File: src/hw/rtl/ris_pkg.sv
package ris_pkg;

    localparam int CAPACITY   = 32;
    localparam int ID_W       = 8;
    localparam int TIME_W     = 32;
    localparam int RANK_W     = 5;
    localparam int ADDR_W     = (CAPACITY > 1) ? $clog2(CAPACITY) : 1;
    localparam int CNT_W      = $clog2(CAPACITY + 1);
    localparam int ENTRY_W    = ID_W + TIME_W;
    localparam int IN_TDATA_W = ((ENTRY_W + 7) / 8) * 8;
    localparam int RES_W      = ID_W + TIME_W + RANK_W;
    localparam int OUT_TDATA_W = ((RES_W + 7) / 8) * 8;

    typedef enum logic [2:0] {
        ST_IDLE,
        ST_SHIFT_RD,
        ST_SHIFT_CMP,
        ST_PLACE,
        ST_EMIT_RD,
        ST_EMIT_LOAD
    } seq_state_t;

    // Request from the sequencer to the record table.
    typedef struct packed {
        logic               we;
        logic [ADDR_W-1:0]  waddr;
        logic [ENTRY_W-1:0] wdata;
        logic               re;
        logic [ADDR_W-1:0]  raddr;
    } ram_req_t;

endpackage

File: src/hw/rtl/ris_ram.sv
module ris_ram #(
    parameter int WIDTH = 8,
    parameter int DEPTH = 32,
    parameter int AW    = (DEPTH > 1) ? $clog2(DEPTH) : 1
) (
    input  logic             clk,
    input  logic             we,
    input  logic [AW-1:0]    waddr,
    input  logic [WIDTH-1:0] wdata,
    input  logic             re,
    input  logic [AW-1:0]    raddr,
    output logic [WIDTH-1:0] rdata
);

    logic [WIDTH-1:0] mem [DEPTH];
    logic [WIDTH-1:0] rdata_reg;

    always_ff @(posedge clk)
    begin
        if (we)
        begin
            mem[waddr] <= wdata;
        end
        if (re)
        begin
            rdata_reg <= mem[raddr];
        end
    end

    assign rdata = rdata_reg;

endmodule

File: src/hw/rtl/ris_seq.sv
module ris_seq (
    input  logic                                  clk,
    input  logic                                  rst_n,
    input  logic                                  in_valid,
    output logic                                  in_ready,
    input  logic [ris_pkg::IN_TDATA_W-1:0]        in_data,
    input  logic                                  in_last,
    output logic                                  out_valid,
    input  logic                                  out_ready,
    output logic [ris_pkg::OUT_TDATA_W-1:0]       out_data,
    output logic                                  out_last,
    output ris_pkg::ram_req_t                     ram_req,
    input  logic [ris_pkg::ENTRY_W-1:0]           ram_rdata
);
    import ris_pkg::*;

    seq_state_t         state_reg, state_next;
    logic [CNT_W-1:0]   count_reg, count_next;
    logic [ADDR_W-1:0]  pos_reg, pos_next;
    logic [ADDR_W-1:0]  k_reg, k_next;
    logic [ID_W-1:0]    id_reg, id_next;
    logic [TIME_W-1:0]  time_reg, time_next;
    logic               last_reg, last_next;
    logic               out_valid_reg, out_valid_next;
    logic [RES_W-1:0]   out_data_reg, out_data_next;
    logic               out_last_reg, out_last_next;

    logic [TIME_W-1:0]  rd_time;
    logic               key_greater;
    logic               can_load;
    logic               run_end;

    // The shared compare: one stored key against the incoming key per step.
    assign rd_time     = ram_rdata[ENTRY_W-1:ID_W];
    assign key_greater = time_reg > rd_time;
    assign can_load    = !out_valid_reg || out_ready;
    assign run_end     = (CNT_W'(k_reg) + CNT_W'(1)) == count_reg;

    always_ff @(posedge clk or negedge rst_n)
    begin
        if (!rst_n)
        begin
            state_reg     <= ST_IDLE;
            count_reg     <= '0;
            out_valid_reg <= 1'b0;
        end
        else
        begin
            state_reg     <= state_next;
            count_reg     <= count_next;
            out_valid_reg <= out_valid_next;
        end
    end

    always_ff @(posedge clk)
    begin
        pos_reg      <= pos_next;
        k_reg        <= k_next;
        id_reg       <= id_next;
        time_reg     <= time_next;
        last_reg     <= last_next;
        out_data_reg <= out_data_next;
        out_last_reg <= out_last_next;
    end

    always_comb
    begin
        state_next     = state_reg;
        count_next     = count_reg;
        pos_next       = pos_reg;
        k_next         = k_reg;
        id_next        = id_reg;
        time_next      = time_reg;
        last_next      = last_reg;
        out_valid_next = out_valid_reg;
        out_data_next  = out_data_reg;
        out_last_next  = out_last_reg;
        ram_req        = '0;
        in_ready       = 1'b0;

        if (out_valid_reg && out_ready)
        begin
            out_valid_next = 1'b0;
        end

        case (state_reg)
            ST_IDLE:
            begin
                in_ready = 1'b1;
                if (in_valid)
                begin
                    id_next   = in_data[ID_W-1:0];
                    time_next = in_data[ENTRY_W-1:ID_W];
                    last_next = in_last;
                    k_next    = '0;
                    if (count_reg == CNT_W'(CAPACITY))
                    begin
                        // Table full: the record is dropped.
                        state_next = in_last ? ST_EMIT_RD : ST_IDLE;
                    end
                    else
                    begin
                        pos_next   = ADDR_W'(count_reg);
                        state_next = (count_reg == '0) ? ST_PLACE : ST_SHIFT_RD;
                    end
                end
            end
            ST_SHIFT_RD:
            begin
                ram_req.re    = 1'b1;
                ram_req.raddr = pos_reg - ADDR_W'(1);
                state_next    = ST_SHIFT_CMP;
            end
            ST_SHIFT_CMP:
            begin
                if (key_greater)
                begin
                    ram_req.we    = 1'b1;
                    ram_req.waddr = pos_reg;
                    ram_req.wdata = ram_rdata;
                    pos_next      = pos_reg - ADDR_W'(1);
                    state_next    = (pos_reg == ADDR_W'(1)) ? ST_PLACE : ST_SHIFT_RD;
                end
                else
                begin
                    state_next = ST_PLACE;
                end
            end
            ST_PLACE:
            begin
                ram_req.we    = 1'b1;
                ram_req.waddr = pos_reg;
                ram_req.wdata = {time_reg, id_reg};
                count_next    = count_reg + CNT_W'(1);
                state_next    = last_reg ? ST_EMIT_RD : ST_IDLE;
            end
            ST_EMIT_RD:
            begin
                ram_req.re    = 1'b1;
                ram_req.raddr = k_reg;
                state_next    = ST_EMIT_LOAD;
            end
            ST_EMIT_LOAD:
            begin
                if (can_load)
                begin
                    out_valid_next = 1'b1;
                    out_data_next  = {RANK_W'(k_reg), ram_rdata};
                    out_last_next  = run_end;
                    if (run_end)
                    begin
                        count_next = '0;
                        state_next = ST_IDLE;
                    end
                    else
                    begin
                        k_next     = k_reg + ADDR_W'(1);
                        state_next = ST_EMIT_RD;
                    end
                end
            end
            default:
            begin
                state_next = ST_IDLE;
            end
        endcase
    end

    assign out_valid = out_valid_reg;
    assign out_data  = OUT_TDATA_W'(out_data_reg);
    assign out_last  = out_last_reg;

endmodule

File: src/hw/rtl/record_insertion_sorter_core.sv
// Channel   Direction  Fields
// s_axis    in         tdata: record_id, time_key; tlast: last_record
// m_axis    out        tdata: sorted_id, sorted_time, rank_position; tlast: final_result
//
// An insertion takes an accept step, a table read and then a compare for each stored
// record it is compared with, and a step to place it; at most 31 records are stored
// when a record is inserted. A record arriving at a full table is dropped on accept.
// Emitting a set reads, then loads out, each record, held while the output stalls; the
// input is not ready meanwhile. Reset clears the sequencer, the record count and the
// output valid flag; the table is not cleared, since only written entries are read.
module record_insertion_sorter_core (
    input  logic                                clk,
    input  logic                                rst_n,
    input  logic                                s_axis_tvalid,
    output logic                                s_axis_tready,
    // Bits from the lowest: record_id[7:0], time_key[39:8].
    input  logic [ris_pkg::IN_TDATA_W-1:0]      s_axis_tdata,
    input  logic                                s_axis_tlast,
    output logic                                m_axis_tvalid,
    input  logic                                m_axis_tready,
    // Bits from the lowest: sorted_id[7:0], sorted_time[39:8],
    // rank_position[44:40], then zero fill.
    output logic [ris_pkg::OUT_TDATA_W-1:0]     m_axis_tdata,
    output logic                                m_axis_tlast
);
    import ris_pkg::*;

    ram_req_t           ram_req;
    logic [ENTRY_W-1:0] ram_rdata;

    // The table keeps records in descending time order, id in the low bits.
    ris_ram #(
        .WIDTH (ENTRY_W),
        .DEPTH (CAPACITY)
    ) u_table (
        .clk   (clk),
        .we    (ram_req.we),
        .waddr (ram_req.waddr),
        .wdata (ram_req.wdata),
        .re    (ram_req.re),
        .raddr (ram_req.raddr),
        .rdata (ram_rdata)
    );

    // The sequencer owns the count, the shared key compare and the output register.
    ris_seq u_seq (
        .clk       (clk),
        .rst_n     (rst_n),
        .in_valid  (s_axis_tvalid),
        .in_ready  (s_axis_tready),
        .in_data   (s_axis_tdata),
        .in_last   (s_axis_tlast),
        .out_valid (m_axis_tvalid),
        .out_ready (m_axis_tready),
        .out_data  (m_axis_tdata),
        .out_last  (m_axis_tlast),
        .ram_req   (ram_req),
        .ram_rdata (ram_rdata)
    );

    // The table is only written while an item is in work.
    assert property (@(posedge clk) disable iff (!rst_n)
        ram_req.we |-> !s_axis_tready)
        else $error("table write while idle");

    // A result waiting for the receiver holds its valid flag and its contents.
    assert property (@(posedge clk) disable iff (!rst_n)
        (m_axis_tvalid && !m_axis_tready) |=>
            (m_axis_tvalid && $stable(m_axis_tdata) && $stable(m_axis_tlast)))
        else $error("output changed while stalled");

    // The sequencer never reads and writes the table in the same cycle.
    assert property (@(posedge clk) disable iff (!rst_n)
        !(ram_req.we && ram_req.re))
        else $error("table read and write together");

endmodule

File: config.mk
export PLATFORM = sky130hd
export DESIGN_NAME = record_insertion_sorter_core
export DESIGN_NICKNAME = d
export VERILOG_FILES = /design/src/hw/rtl/ris_pkg.sv /design/src/hw/rtl/ris_ram.sv /design/src/hw/rtl/ris_seq.sv /design/src/hw/rtl/record_insertion_sorter_core.sv
export SDC_FILE = /design/constraint.sdc
export NUM_CORES = 1
export LEC_CHECK = 0
export BUFFER_PORTS_ARGS = -buffer_cell sky130_fd_sc_hd__buf_2
export CORE_AREA = 5 5 438 440
export CTS_BUF_LIST = sky130_fd_sc_hd__clkbuf_8 sky130_fd_sc_hd__clkbuf_16
export CTS_CLUSTER_DIAMETER = 60
export CTS_CLUSTER_SIZE = 28
export DETAILED_ROUTE_END_ITERATION = 12
export DIE_AREA = 0 0 443 445
export GPL_TIMING_DRIVEN = 0
export SETUP_SLACK_MARGIN = 0.4
export SLEW_MARGIN = 10
export SYNTH_ARGS = -nofsm -noshare
export SYNTH_HDL_FRONTEND = slang
export SYNTH_SLANG_ARGS = --single-unit
File: constraint.sdc
create_clock -name clk -period 13.8 [get_ports clk]
set_input_delay 2.76 -clock clk [delete_from_list [all_inputs] [get_ports clk]]
set_output_delay 2.76 -clock clk [all_outputs]
set_load 0.01 [all_outputs]
==> impl_results.md <==
- Status: finished clean
- Design area: 0.0649 mm2
- Final core occ: 34.7%
- Crit-path max cell delay: 1.08 ns
- DR vias/cell: 5.24
- Mean post-synth cell area: 16.7 um2
- Register bit count reported by yosys: 1427
- Number of DRC violations after detailed routing: 0
- Fillers: 17600
- ANT nets after route: 0
- Post-layout min period: 7.16 ns
- PostCTS Resize Cnt: 0
- Clk Tree Root Cell: clkbuf_16
- Area share of xor/xnor cells in the synthesized design: 0.204%
- Reg area: 0.0428 mm2
- Row count: 159
- Critical path peak fanout: 10
- Finish-stage setup viols: 0
- Cell Area, Synth: 0.0558 mm2
- Comb power frac: 33.8%
- Int Pwr: 8.50 mW
- Switching Share: 38.5%
- Asr flop ratio synth: 0.701%
- Final Max Tran Viols: 0
- Gr ovfl total: 0
- Worst-path clk slew: 0.08 ns
- Post-synthesis adder-cell area fraction: 0.830%
- Die Area: 0.197 mm2
- Worst Clk Skew: 0.0523 ns
- Post-Route WL: 168000 um
- # Post-CTS Setup Buffers: 0
- Area leader, netlist: edfxtp_1
- Core Footprint: 0.187 mm2
- Area of the multi-input gates: 0.0121 mm2
- Main flop type after synthesis: edfxtp_1
- Mux cell area share after synthesis: 7.23%
- Post-synthesis sequential area ratio: 76.7%
- RSZ-0062 raised after global routing: false
- DR iter-0 viols: 4355
- All-Layer GR Usage: 16.5%
- Crit share post-route: 51.9%
- CTS buffer count: 104
- Vias post-DR: 32600
- WS Path Type: register to register
- Vias in the first global route: 31900
- DP Wirelength: 115000 um
- CP startpoint kind: register
- Gr busiest metal: met2
- Setup crit end kind: register
- IO Count: 96
- Area share of the largest cell type after synthesis: 76.3%
- Crit-path most repeated cell: buf_4
- H-tree depth: 3
- Pin count of the biggest net entering global routing: 47
- Share of cells above drive strength 1: 17.0%
- Dpl cell area: 0.0611 mm2
- Fmax: 140 MHz
- Top cells by count, synth: edfxtp_1 (1417), nand2_1 (453), nand3_1 (246), mux4_2 (160), clkbuf_1 (149)
- Main combinational cell family by area after synthesis: simple AND/OR/NAND/NOR gates
- CP required: 14.25 ns
- P_sw: 5.32 mW
- Clk pwr share: 24.4%
- Worst Path Arrival: 7.61 ns
- Layout Area Growth over Synthesis: 16.4%
- Grt met1 use: 21.7%
- Pwr Density: 213 mW/mm2
- Cell at the slowest stage of the critical path: nor4_1
- Initial Util: 29.8%
- Tightest Pin Transition: 1.31 ns
- Die Y: 445 um
- CP cell instances: inv_1, ha_1, nand4_1, nor4_1, o21ai_0, a31oi_1, a311oi_1, clkbuf_1, nor4_2, buf_6, buf_4, buf_2, buf_4, buf_4
- Yosys cell types: 65
- Drt pass-1 iters: 8
- Clock tree sinks: 1427
- Clk_lat worst skew: 0.75 ns
- Cells after Synth: 3345
- Met3 usage: 3.18%
- Peak supply drop: 0.000141 V
- Grt met2 use: 27.0%
- Chip width: 443 um
- LEAKAGE: 20.9 nW
- CTS tree: done
- Count leader, synth: edfxtp_1
- First-pass GRT wire length: 236000 um
- Synth warn: 0
- Routed len/inst: 27.0 um
- Synth Area in Compound Gates: 3.86%
- GPL Wtd Cong: 0.864
- Max cap viols: 0
- Dominant cells by area after synthesis: edfxtp_1 (76%), mux4_2 (6.5%), nand2_1 (3.0%)
- Layout Nets: 3720
- Final hold vios: 0
- Part of the power in registers: 41.9%
- Hold Path Class: register to register
- Slew HR: 12.9%
- Number of synthesized flops with an enable pin: 1417
- Initial antenna violation count: 3
- CTS Buffer Depth: 3
- Port Buf Inserts: 92
- Hold buffer count at cts: 0
- Post-Synth Simple-Gate Area: 9.14%
- Largest register FFs: 1280
power groups by stage:
stage          sequential [mW]  combinational (mW)  clock [mW]
4_1_cts                   5.79                4.63        3.41
6_report                  5.79                4.67        3.37
3_3_place_gp              5.93                4.42           0
3_5_place_dp              5.89                4.62           0
2_1_floorplan             5.77                2.62           0
5_1_grt                   5.81                4.93        3.60
critical path, delay by kind of cell (launching register included):
kind            cells  cell delay (ns)
simple gates        3             2.33
compound gates      3             1.93
buf+inv             7             1.67
flops               1             0.56
fa+ha+maj           1             0.37
path summary, 6_finish.rpt:
check,slack (ns),to,from,cells past startpoint
worst max-delay path,6.64,u_table.mem[29][24],u_table.rdata[23],14
max in group asynchronous,11.70,u_seq.count_reg[2],rst_n,1
worst min register to register,0.47,u_seq.out_data_reg[7],u_table.rdata[7],0
worst min-delay path,0.47,u_seq.out_data_reg[7],u_table.rdata[7],0
min in group asynchronous,1.87,u_seq.state_reg[2],rst_n,1
worst max register to register,6.64,u_table.mem[29][24],u_table.rdata[23],14
layout by cell type (no fill, tap or decap), drive strengths merged, types with 5 or more instances in the layout:
master / n
nor3: 9
mux4: 160
mux2i: 42
o2111ai: 39
clkinvlp: 5
nand2: 453
a22o: 42
a31oi: 118
and3: 79
nor4: 7
nor3b: 5
inv: 79
o21ai: 56
buf: 253
a21oi: 22
nor2b: 7
and4: 5
edfxtp: 1417
a21o: 5
clkinv: 43
ha: 37
nand2b: 8
nand3: 246
nor2: 132
clkbuf: 255
xor2: 9
nand4: 127
dfrtp: 10
stage by stage:
step	setup WS (ns)	total power [mW]	hold slack (ns)	TNS, ns	instances
6_report	6.64	13.8	0.470	0	6225
2_1_floorplan	7.36	8.39	0.427	0	3347
4_1_cts	6.71	13.8	0.469	0	6223
3_5_place_dp	6.74	10.5	0.450	0	6027
3_3_place_gp	-0.998	10.3	0.445	-137.67	5934
5_1_grt	6.77	14.3	0.477	0	6223
layer usage:
metal	part of all wire [%]	wire, um
met1	39	65300
met4	4.4	7330
met3	8.9	15000
met5	0	0
met2	48	80600
area by class of cell:
class,count,share of cell area (%)
flip-flops and latches,1427,65.9
multi-input cells,1663,18.7
well taps,2495,4.81
clock buffers,106,4.09
repair buffers,185,2.89
clock inverters,90,1.87
plain buffers,217,1.51
inverters,40,0.235
diodes,2,0.00771
cells by family after synthesis:
group,count (synthesis)
and+or+nand+nor,1093
buffers and inverters,257
xor gates and xnor gates,13
other,1
DFF,1427
adders and majority gates,37
AOI/OAI and AO/OA,314
muxes,203
(Power assumes the default switching activity.)
